[config.mk]
export PLATFORM = sky130hd
export DESIGN_NAME = month_calendar_grid_flat
export DESIGN_NICKNAME = d
export VERILOG_FILES = /design/src/design/mcg_pkg.sv /design/src/design/mcg_in_if.sv /design/src/design/mcg_out_if.sv /design/src/design/mcg_sequencer.sv /design/src/design/mcg_datapath.sv /design/src/design/month_calendar_grid.sv /design/src/flat_wrapper.sv
export SDC_FILE = /design/constraint.sdc
export NUM_CORES = 1
export LEC_CHECK = 0
export BUFFER_PORTS_ARGS = -buffer_cell sky130_fd_sc_hd__buf_2
export CORE_AREA = 2 2 146 148
export CTS_CLUSTER_DIAMETER = 60
export DETAILED_ROUTE_END_ITERATION = 6
export DIE_AREA = 0 0 148 150
export GPL_ROUTABILITY_DRIVEN = 1
export GPL_TIMING_DRIVEN = 0
export HOLD_SLACK_MARGIN = 0.02
export PLACE_DENSITY_LB_ADDON = 0.12
export SETUP_SLACK_MARGIN = 0.1
export SLEW_MARGIN = 20
export SYNTH_ARGS = -nofsm -noshare
export SYNTH_HDL_FRONTEND = slang
export SYNTH_SLANG_ARGS = --single-unit
[constraint.sdc]
create_clock -name clk_i -period 11.6 [get_ports clk_i]
set_input_delay 0.58 -clock clk_i [delete_from_list [all_inputs] [get_ports clk_i]]
set_output_delay 0.58 -clock clk_i [all_outputs]
set_load 0.02 [all_outputs]
[src/design/mcg_pkg.sv]
// shared types, constants and the control store for the month calendar grid
// no dependencies; every other file of the block imports it

package mcg_pkg;

  localparam int YearW  = 14;
  localparam int MonthW = 4;
  localparam int DayW   = 5;
  localparam int ColW   = 3;
  localparam int RowW   = 3;
  localparam int CellW  = 6;
  localparam int StepW  = 4;

  localparam logic [MonthW-1:0] MonthFeb = 4'd2;
  localparam logic [MonthW-1:0] MonthMax = 4'd12;

  // reciprocal constants for the shared multiplier
  localparam logic [15:0] Recip100 = 16'd41944;  // ceil(2^22 / 100)
  localparam logic [15:0] Recip7   = 16'd37450;  // ceil(2^18 / 7)

  localparam logic [CellW-1:0] GridCellsShort = 6'd35;
  localparam logic [CellW-1:0] LastCellShort  = 6'd34;
  localparam logic [CellW-1:0] LastCellLong   = 6'd41;
  localparam logic [ColW-1:0]  LastCol        = 3'd6;

  typedef logic [StepW-1:0] step_t;

  typedef enum logic [3:0] {
    OP_IDLE,
    OP_PREP,
    OP_QYR,
    OP_QY,
    OP_MUL7,
    OP_MOD7,
    OP_GRID,
    OP_EMIT,
    OP_NOP,
    OP_BAD
  } op_e;

  typedef enum logic [1:0] {
    C_NEXT,
    C_BAD,
    C_MORE,
    C_ALWAYS
  } cond_e;

  typedef struct packed {
    op_e   op;
    cond_e cond;
    step_t target;
  } ctrl_t;

  typedef struct packed {
    logic hold;
    logic bad_month;
    logic more;
  } stat_t;

  localparam step_t StepIdle = 4'd0;
  localparam step_t StepEmit = 4'd7;
  localparam step_t StepBad  = 4'd9;

  // control store
  function automatic ctrl_t ucode(input step_t s);
    ctrl_t w;
    unique case (s)
      4'd0:    w = '{op: OP_IDLE, cond: C_NEXT,   target: StepIdle};
      4'd1:    w = '{op: OP_PREP, cond: C_BAD,    target: StepBad};
      4'd2:    w = '{op: OP_QYR,  cond: C_NEXT,   target: StepIdle};
      4'd3:    w = '{op: OP_QY,   cond: C_NEXT,   target: StepIdle};
      4'd4:    w = '{op: OP_MUL7, cond: C_NEXT,   target: StepIdle};
      4'd5:    w = '{op: OP_MOD7, cond: C_NEXT,   target: StepIdle};
      4'd6:    w = '{op: OP_GRID, cond: C_NEXT,   target: StepIdle};
      4'd7:    w = '{op: OP_EMIT, cond: C_MORE,   target: StepEmit};
      4'd8:    w = '{op: OP_NOP,  cond: C_ALWAYS, target: StepIdle};
      4'd9:    w = '{op: OP_BAD,  cond: C_ALWAYS, target: StepIdle};
      default: w = '{op: OP_NOP,  cond: C_ALWAYS, target: StepIdle};
    endcase
    return w;
  endfunction

  // (31 * m) / 12 term of the weekday formula, m counted from march
  function automatic logic [4:0] month_offset(input logic [MonthW-1:0] mo);
    logic [4:0] r;
    case (mo)
      4'd1:    r = 5'd28;
      4'd2:    r = 5'd31;
      4'd3:    r = 5'd2;
      4'd4:    r = 5'd5;
      4'd5:    r = 5'd7;
      4'd6:    r = 5'd10;
      4'd7:    r = 5'd12;
      4'd8:    r = 5'd15;
      4'd9:    r = 5'd18;
      4'd10:   r = 5'd20;
      4'd11:   r = 5'd23;
      4'd12:   r = 5'd25;
      default: r = 5'd0;
    endcase
    return r;
  endfunction

  function automatic logic [DayW-1:0] month_days(input logic [MonthW-1:0] mo);
    logic [DayW-1:0] r;
    case (mo)
      4'd4, 4'd6, 4'd9, 4'd11: r = 5'd30;
      4'd2:                    r = 5'd28;
      default:                 r = 5'd31;
    endcase
    return r;
  endfunction

endpackage

[src/design/mcg_in_if.sv]
// request channel of the month calendar grid: year and month
// depends on mcg_pkg for the field widths

interface mcg_in_if;
  import mcg_pkg::*;

  logic              valid;
  logic              ready;
  logic [YearW-1:0]  year;
  logic [MonthW-1:0] month;

  modport source (output valid, year, month, input ready);
  modport sink (input valid, year, month, output ready);
endinterface

[src/design/mcg_out_if.sv]
// result channel of the month calendar grid: one grid cell per beat
// depends on mcg_pkg for the field widths

interface mcg_out_if;
  import mcg_pkg::*;

  logic            valid;
  logic            ready;
  logic [DayW-1:0] day_number;
  logic [ColW-1:0] weekday_column;
  logic [RowW-1:0] week_row;
  logic            bad_input;
  logic            last_cell;

  modport source (output valid, day_number, weekday_column, week_row, bad_input, last_cell,
                  input ready);
  modport sink (input valid, day_number, weekday_column, week_row, bad_input, last_cell,
                output ready);
endinterface

[src/design/mcg_sequencer.sv]
// step counter and control store lookup for the month calendar grid
// depends on mcg_pkg for the control word and the program

module mcg_sequencer (
  input  logic           clk_i,
  input  logic           rst_ni,
  input  mcg_pkg::stat_t stat_i,
  output mcg_pkg::ctrl_t ctrl_o
);
  import mcg_pkg::*;

  step_t step_q, step_d;
  ctrl_t ctrl;
  logic  jump;

  always_comb begin
    ctrl = ucode(step_q);
    unique case (ctrl.cond)
      C_NEXT:   jump = 1'b0;
      C_BAD:    jump = stat_i.bad_month;
      C_MORE:   jump = stat_i.more;
      C_ALWAYS: jump = 1'b1;
      default:  jump = 1'b0;
    endcase
    if (stat_i.hold) begin
      step_d = step_q;
    end else if (jump) begin
      step_d = ctrl.target;
    end else begin
      step_d = step_q + step_t'(1);
    end
  end

  always_ff @(posedge clk_i or negedge rst_ni) begin
    if (!rst_ni) begin
      step_q <= StepIdle;
    end else begin
      step_q <= step_d;
    end
  end

  assign ctrl_o = ctrl;
endmodule

[src/design/mcg_datapath.sv]
// datapath of the month calendar grid: request latch, shared reciprocal
// multiplier, weekday and length registers, cell counters and output register
// depends on mcg_pkg and the two channel interfaces

module mcg_datapath (
  input  logic           clk_i,
  input  logic           rst_ni,
  input  mcg_pkg::ctrl_t ctrl_i,
  output mcg_pkg::stat_t stat_o,
  mcg_in_if.sink         in_i,
  mcg_out_if.source      out_o
);
  import mcg_pkg::*;

  logic [YearW-1:0]  yr_q;
  logic [MonthW-1:0] mo_q;
  logic [14:0]       y_q;
  logic [14:0]       sum_q;
  logic [30:0]       mult_q;
  logic              leap_q;
  logic [2:0]        first_q;
  logic [DayW-1:0]   len_q;
  logic [CellW-1:0]  k_q, last_k_q;
  logic [ColW-1:0]   col_q;
  logic [RowW-1:0]   row_q;
  logic              out_valid_q;
  logic [DayW-1:0]   day_q;
  logic [ColW-1:0]   ocol_q;
  logic [RowW-1:0]   orow_q;
  logic              bad_q, last_q;

  logic              ready, accept, slot_free, bad_month, shift, mult_en;
  logic [14:0]       y_new, mult_a, rem7;
  logic [15:0]       mult_k;
  logic [7:0]        q100;
  logic [11:0]       q7;
  logic [13:0]       hundreds;
  logic [6:0]        diff;
  logic [DayW-1:0]   day_val;
  logic [CellW-1:0]  tot;
  logic              emit_go, bad_go;

  assign ready     = (ctrl_i.op == OP_IDLE);
  assign accept    = in_i.valid && ready;
  assign slot_free = !out_valid_q || out_o.ready;
  assign bad_month = (mo_q == '0) || (mo_q > MonthMax);
  assign shift     = (mo_q <= MonthFeb);
  assign emit_go   = (ctrl_i.op == OP_EMIT) && slot_free;
  assign bad_go    = (ctrl_i.op == OP_BAD) && slot_free;

  // year shifted by a whole 400-year cycle, january and february count to the prior year
  assign y_new    = {1'b0, yr_q} + 15'd400 - {14'b0, shift};
  assign q100     = mult_q[29:22];
  assign q7       = mult_q[29:18];
  assign hundreds = 14'({6'b0, q100} * 14'd100);
  assign rem7     = sum_q - 15'({3'b0, q7} * 15'd7);
  assign diff     = {1'b0, k_q} - {4'b0, first_q};
  assign day_val  = (!diff[6] && (diff[5:0] < {1'b0, len_q})) ? DayW'(diff[4:0] + 5'd1) : '0;
  assign tot      = {3'b0, first_q} + {1'b0, len_q};

  always_comb begin
    mult_en = 1'b1;
    mult_a  = {1'b0, yr_q};
    mult_k  = Recip100;
    case (ctrl_i.op)
      OP_PREP: mult_a = {1'b0, yr_q};
      OP_QYR:  mult_a = y_q;
      OP_MUL7: begin
        mult_a = sum_q;
        mult_k = Recip7;
      end
      default: mult_en = 1'b0;
    endcase
  end

  always_comb begin
    stat_o.bad_month = bad_month;
    stat_o.more      = (k_q != last_k_q);
    case (ctrl_i.op)
      OP_IDLE:        stat_o.hold = !in_i.valid;
      OP_EMIT, OP_BAD: stat_o.hold = !slot_free;
      default:        stat_o.hold = 1'b0;
    endcase
  end

  always_ff @(posedge clk_i or negedge rst_ni) begin
    if (!rst_ni) begin
      out_valid_q <= 1'b0;
    end else if (emit_go || bad_go) begin
      out_valid_q <= 1'b1;
    end else if (out_o.ready) begin
      out_valid_q <= 1'b0;
    end
  end

  always_ff @(posedge clk_i) begin
    if (accept) begin
      yr_q <= in_i.year;
      mo_q <= in_i.month;
    end
    if (mult_en) begin
      mult_q <= mult_a * {15'b0, mult_k};
    end
    case (ctrl_i.op)
      OP_PREP: begin
        y_q   <= y_new;
        sum_q <= 15'd1 + y_new + {2'b0, y_new[14:2]} + {10'b0, month_offset(mo_q)};
      end
      OP_QYR: begin
        // leap test on the request year itself
        if (yr_q == hundreds) begin
          leap_q <= (q100[1:0] == 2'b00);
        end else begin
          leap_q <= (yr_q[1:0] == 2'b00);
        end
      end
      OP_QY: begin
        sum_q <= sum_q - {7'b0, q100} + {9'b0, q100[7:2]};
      end
      OP_MOD7: begin
        first_q <= rem7[2:0];
        if (mo_q == MonthFeb) begin
          len_q <= leap_q ? 5'd29 : 5'd28;
        end else begin
          len_q <= month_days(mo_q);
        end
      end
      OP_GRID: begin
        last_k_q <= (tot > GridCellsShort) ? LastCellLong : LastCellShort;
        k_q      <= '0;
        col_q    <= '0;
        row_q    <= '0;
      end
      default: ;
    endcase
    if (emit_go) begin
      day_q  <= day_val;
      ocol_q <= col_q;
      orow_q <= row_q;
      bad_q  <= 1'b0;
      last_q <= (k_q == last_k_q);
      k_q    <= k_q + CellW'(1);
      if (col_q == LastCol) begin
        col_q <= '0;
        row_q <= row_q + RowW'(1);
      end else begin
        col_q <= col_q + ColW'(1);
      end
    end else if (bad_go) begin
      day_q  <= '0;
      ocol_q <= '0;
      orow_q <= '0;
      bad_q  <= 1'b1;
      last_q <= 1'b1;
    end
  end

  assign in_i.ready           = ready;
  assign out_o.valid          = out_valid_q;
  assign out_o.day_number     = day_q;
  assign out_o.weekday_column = ocol_q;
  assign out_o.week_row       = orow_q;
  assign out_o.bad_input      = bad_q;
  assign out_o.last_cell      = last_q;
endmodule

[src/design/month_calendar_grid.sv]
// top level of the month calendar grid: sequencer plus datapath
// depends on mcg_pkg, mcg_in_if, mcg_out_if, mcg_sequencer and mcg_datapath

// One request (year, month) is taken while the block is idle; it then works
// on that request alone. Six setup steps follow, three of them passes through
// the one shared reciprocal multiplier (year / 100 for the leap test, shifted
// year / 100 and the sum mod 7 for the weekday). The grid then leaves one
// cell per cycle while the sink takes beats, 35 or 42 cells, and one closing
// step returns to idle. A month outside 1 to 12 gives a single flagged beat
// and then returns to idle. The output register lets the last beat wait while
// the next request is accepted.

module month_calendar_grid (
  input  logic      clk_i,
  input  logic      rst_ni,
  mcg_in_if.sink    in_i,
  mcg_out_if.source out_o
);
  import mcg_pkg::*;

  ctrl_t ctrl;
  stat_t stat;

  mcg_sequencer u_seq (
    .clk_i  (clk_i),
    .rst_ni (rst_ni),
    .stat_i (stat),
    .ctrl_o (ctrl)
  );

  mcg_datapath u_dp (
    .clk_i  (clk_i),
    .rst_ni (rst_ni),
    .ctrl_i (ctrl),
    .stat_o (stat),
    .in_i   (in_i),
    .out_o  (out_o)
  );
endmodule

[src/flat_wrapper.sv]
// flat-port wrapper written by rule: the top's interface ports become plain ports
module month_calendar_grid_flat import mcg_pkg::*;
  (clk_i, rst_ni, in_i_valid, in_i_year, in_i_month, in_i_ready, out_o_valid, out_o_day_number, out_o_weekday_column, out_o_week_row, out_o_bad_input, out_o_last_cell, out_o_ready);
  mcg_in_if in_i_i ();
  mcg_out_if out_o_i ();
  input  logic clk_i;
  input  logic rst_ni;
  input wire logic [$bits(in_i_i.valid)-1:0] in_i_valid;
  input wire logic [$bits(in_i_i.year)-1:0] in_i_year;
  input wire logic [$bits(in_i_i.month)-1:0] in_i_month;
  output wire logic [$bits(in_i_i.ready)-1:0] in_i_ready;
  output wire logic [$bits(out_o_i.valid)-1:0] out_o_valid;
  output wire logic [$bits(out_o_i.day_number)-1:0] out_o_day_number;
  output wire logic [$bits(out_o_i.weekday_column)-1:0] out_o_weekday_column;
  output wire logic [$bits(out_o_i.week_row)-1:0] out_o_week_row;
  output wire logic [$bits(out_o_i.bad_input)-1:0] out_o_bad_input;
  output wire logic [$bits(out_o_i.last_cell)-1:0] out_o_last_cell;
  input wire logic [$bits(out_o_i.ready)-1:0] out_o_ready;
  assign in_i_i.valid = in_i_valid;
  assign in_i_i.year = in_i_year;
  assign in_i_i.month = in_i_month;
  assign in_i_ready = in_i_i.ready;
  assign out_o_valid = out_o_i.valid;
  assign out_o_day_number = out_o_i.day_number;
  assign out_o_weekday_column = out_o_i.weekday_column;
  assign out_o_week_row = out_o_i.week_row;
  assign out_o_bad_input = out_o_i.bad_input;
  assign out_o_last_cell = out_o_i.last_cell;
  assign out_o_i.ready = out_o_ready;
  month_calendar_grid u_core (.clk_i(clk_i), .rst_ni(rst_ni), .in_i(in_i_i), .out_o(out_o_i));
endmodule
==> results_dict.tcl <==
set metrics [dict create \
    avgSynthCellArea_um2 10.1 \
    yosysMostFrequentCell "inv_1" \
    tritoncts "done" \
    maxCapViolCount 0 \
    rrSetupSlack_ps 3580 \
    dp_slack_ps 3600 \
    yosys.area.top_type "ha_1" \
    crit_path_end_kind "flip-flop" \
    portBuffers 36 \
    r2r-start "u_core.u_seq.step_q[2]$_DFFE_PN0N_" \
    clk_latency_ps 360 \
    yosys_warnings 0 \
    rsz0062_at_grt "false" \
    hpwlAfterDp_um 20700 \
    core_area_um2 20700 \
    max_stage_delay_ps 620 \
    drt-pass1-iter-count 4 \
    timing.final.crit_share_pct 69.2 \
    cp_max_fo 10 \
    yosysSeqAreaShare_pct 24.2 \
    drive_above_1_share_pct 5.51 \
    nets 1617 \
    worstPathBufferInverterCount 6 \
    synth_commonest_cells "inv_1, ha_1, fa_1, edfxtp_1, xnor2_1" \
    async_flop_share_pct 4.90 \
    die_h_um 150 \
    worstRegToRegCells 25 \
    wl_um 24100 \
    hp-start "in_i_year[11]" \
    clk_pin_slew_worst_paths_ps 70 \
    worst_slack_ps 3580 \
    cp_top_family "adder cells" \
    setup_violations 0 \
    clock_skew_ps 10.2 \
    slowest_stage "a22oi_1" \
    fin_setup_tns_ps 0 \
    h-tree-depth 3 \
    cts_buffer_depth 2 \
    max_slew.worst_pin.slew_ps 1070 \
    post_cts_buffers 0 \
    period_minus_slack_ps 8020 \
    ys_ff_latch 102 \
    wl_per_cell_um 15.6 \
    areaGrowthSynthToFinish_pct 7.33 \
    syn_area_um2 12200 \
    cts_buffers 9 \
    die-width_um 148 \
    hold_end "u_core.u_dp.yr_q[11]$_DFFE_PP_" \
    postCtsResizedCells 0 \
    hold_depth 1 \
    fmax_mhz 125 \
    rows 53 \
    grt_max_degree 20 \
    crit_top_cell "fa_1" \
    drc 0 \
    diodes 0 \
    grt_pass1_wl_um 41600 \
    synth.area.top_cells "ha_1, edfxtp_1, fa_1, inv_1, xnor2_1" \
    num_vias 8257 \
    ant_nets 0 \
    start_util_pct 58.8 \
    hold_violations 0 \
    io_pins 37 \
    crit_type "reg2reg" \
    slew_headroom_pct 28.3 \
    synth_top_area_share_pct 22.5 \
    ys_types 63 \
    globalplace.congestion 0.896 \
    synthFlopType "edfxtp_1" \
    vias_per_cell 5.34 \
    cp_data_required_time_ps 11700 \
    hp-class "in2reg" \
    cp-start-kind "flip-flop" \
    grt_pass1_vias 8594 \
    r2r_end "u_core.u_dp.mult_q[29]$_DFFE_PP_" \
    cts.sinks 102 \
    overflow 0 \
    syn_inst 1209 \
    drv_slew 0 \
    outcome "finished, final reports clean" \
    drtIter0Drc 398 \
    die-area_um2 22200 \
    cts-root-buf "clkbuf_16" \
    grt_usage_pct 23.9 \
    critical_path_arrival_ps 8120 \
    antenna_found_initial 0 \
    synth_edf_count 88 \
]
## routing by layer
metal	part of all wire [%]	GRT usage [%]	wire length, µm	vias to the layer above
li1	-	-	-	4155
met1	48	33.5	11500	3969
met2	48	39.8	11500	103
met3	2.6	2.50	627	30
met4	1.9	6.48	463	0
met5	0	0	0	-
## worst max path at each step
stage	startpoint	end	cells past startpoint
final	u_core.u_seq.step_q[2]$_DFFE_PN0N_	u_core.u_dp.mult_q[29]$_DFFE_PP_	25
after CTS	u_core.u_seq.step_q[1]$_DFFE_PN0N_	u_core.u_dp.mult_q[29]$_DFFE_PP_	23
after global routing	u_core.u_seq.step_q[1]$_DFFE_PN0N_	u_core.u_dp.mult_q[29]$_DFFE_PP_	23
after detailed placement	u_core.u_seq.step_q[1]$_DFFE_PN0N_	u_core.u_dp.mult_q[29]$_DFFE_PP_	23
after floorplan	u_core.u_seq.step_q[1]$_DFFE_PN0N_	u_core.u_dp.mult_q[29]$_DFFE_PP_	24
after global placement	u_core.u_seq.step_q[1]$_DFFE_PN0N_	u_core.u_dp.mult_q[29]$_DFFE_PP_	24
## what timing repair did
item,in CTS,in global routing
endpoints found under the setup margin,0,0
hold endpoints to repair,5,0
hold buffers,1,0
## layout make-up
| class | count | area [µm²] |
|---|---|---|
| multi-input cells | 857 | 8280 |
| fillers | 1749 | 7630 |
| flip-flops and latches | 102 | 2950 |
| inverters | 241 | 905 |
| well taps | 275 | 344 |
| clock buffers | 13 | 293 |
| repair buffers | 39 | 203 |
| plain buffers | 16 | 65.1 |
| clock inverters | 3 | 26.3 |
## flip-flops by register name, indices dropped and copies added, names as in the netlist, 4 cells and up, named ones only
signal,cells
u_core.u_dp.k_q,6
u_core.u_dp.mo_q,4
u_core.u_dp.mult_q,11
u_core.u_dp.out_o.day_number,5
u_core.u_dp.sum_q,15
u_core.u_dp.y_q,15
u_core.u_dp.yr_q,14
u_core.u_seq.step_q,4
## worst register-to-register path, cell delays in order, from the launching register on
cell,delay (ps)
dfrtp_1,360
buf_2,230
nor4b_4,550
nor2_1,270
clkbuf_1,300
a22oi_1,620
nand2b_1,260
ha_1,370
inv_1,50
fa_1,470
inv_1,60
fa_1,510
fa_1,520
fa_1,550
inv_1,60
fa_1,530
inv_1,40
ha_1,300
nand4_1,120
nor3_1,330
o31ai_1,150
o211ai_2,260
a31oi_4,180
o31ai_4,350
a311oi_1,150
xnor2_1,150
## cell families after synthesis
logic type / count (synthesis) / share of synthesized area, %
AOI/OAI and AO/OA: 172 / 9.21
other: 2 / 0.0617
xor gates and xnor gates: 89 / 6.41
and+or+nand+nor: 245 / 10.4
adders and majority gates: 329 / 40.6
buffers and inverters: 257 / 7.97
DFF: 102 / 24.2
muxes: 13 / 1.10
## cells in the final DEF, fill, tap and decap left out, types with 4 or more instances in the layout
| cell | synthesis | final |
|---|---|---|
| nand2b_1 | 22 | 22 |
| a211oi_1 | 7 | 7 |
| a22oi_1 | 8 | 8 |
| or2_2 | 4 | 4 |
| nor2b_1 | 15 | 15 |
| a22o_1 | 4 | 4 |
| conb_1 | 2 | 9 |
| a21o_1 | 13 | 13 |
| o211ai_1 | 5 | 5 |
| ha_1 | 219 | 219 |
| xor2_1 | 21 | 21 |
| nand4_1 | 8 | 8 |
| dfrtp_1 | 5 | 5 |
| or3_1 | 5 | 5 |
| nor4_1 | 10 | 10 |
| o21a_1 | 10 | 10 |
| clkbuf_16 | 0 | 11 |
| nor3_1 | 19 | 19 |
| xnor2_1 | 68 | 68 |
| nor2_1 | 56 | 56 |
| edfxtp_1 | 88 | 88 |
| clkbuf_1 | 13 | 14 |
| and3_1 | 8 | 8 |
| dfxtp_1 | 9 | 9 |
| buf_2 | 1 | 38 |
| fa_1 | 110 | 110 |
| nand2_1 | 54 | 54 |
| a21oi_1 | 57 | 57 |
| mux2i_1 | 10 | 10 |
| nand3_1 | 12 | 12 |
| o21ai_0 | 36 | 35 |
| a31oi_1 | 5 | 5 |
| and2_1 | 23 | 23 |
| inv_1 | 241 | 241 |
## metrics by stage
step           cell area (µm²)  utilization, %  instances  hold WS, ps
6_report                 13100            63.1       1546          391
5_1_grt                  13100            63.1       1546          379
3_3_place_gp             12700            61.5       1527          398
3_5_place_dp             12700            61.5       1529          400
2_1_floorplan            12200               -       1216          284
4_1_cts                  13100            63.1       1546          376
Power is not shown: default switching activity piles up to over one toggle a cycle in this logic, so the estimate is an artifact.
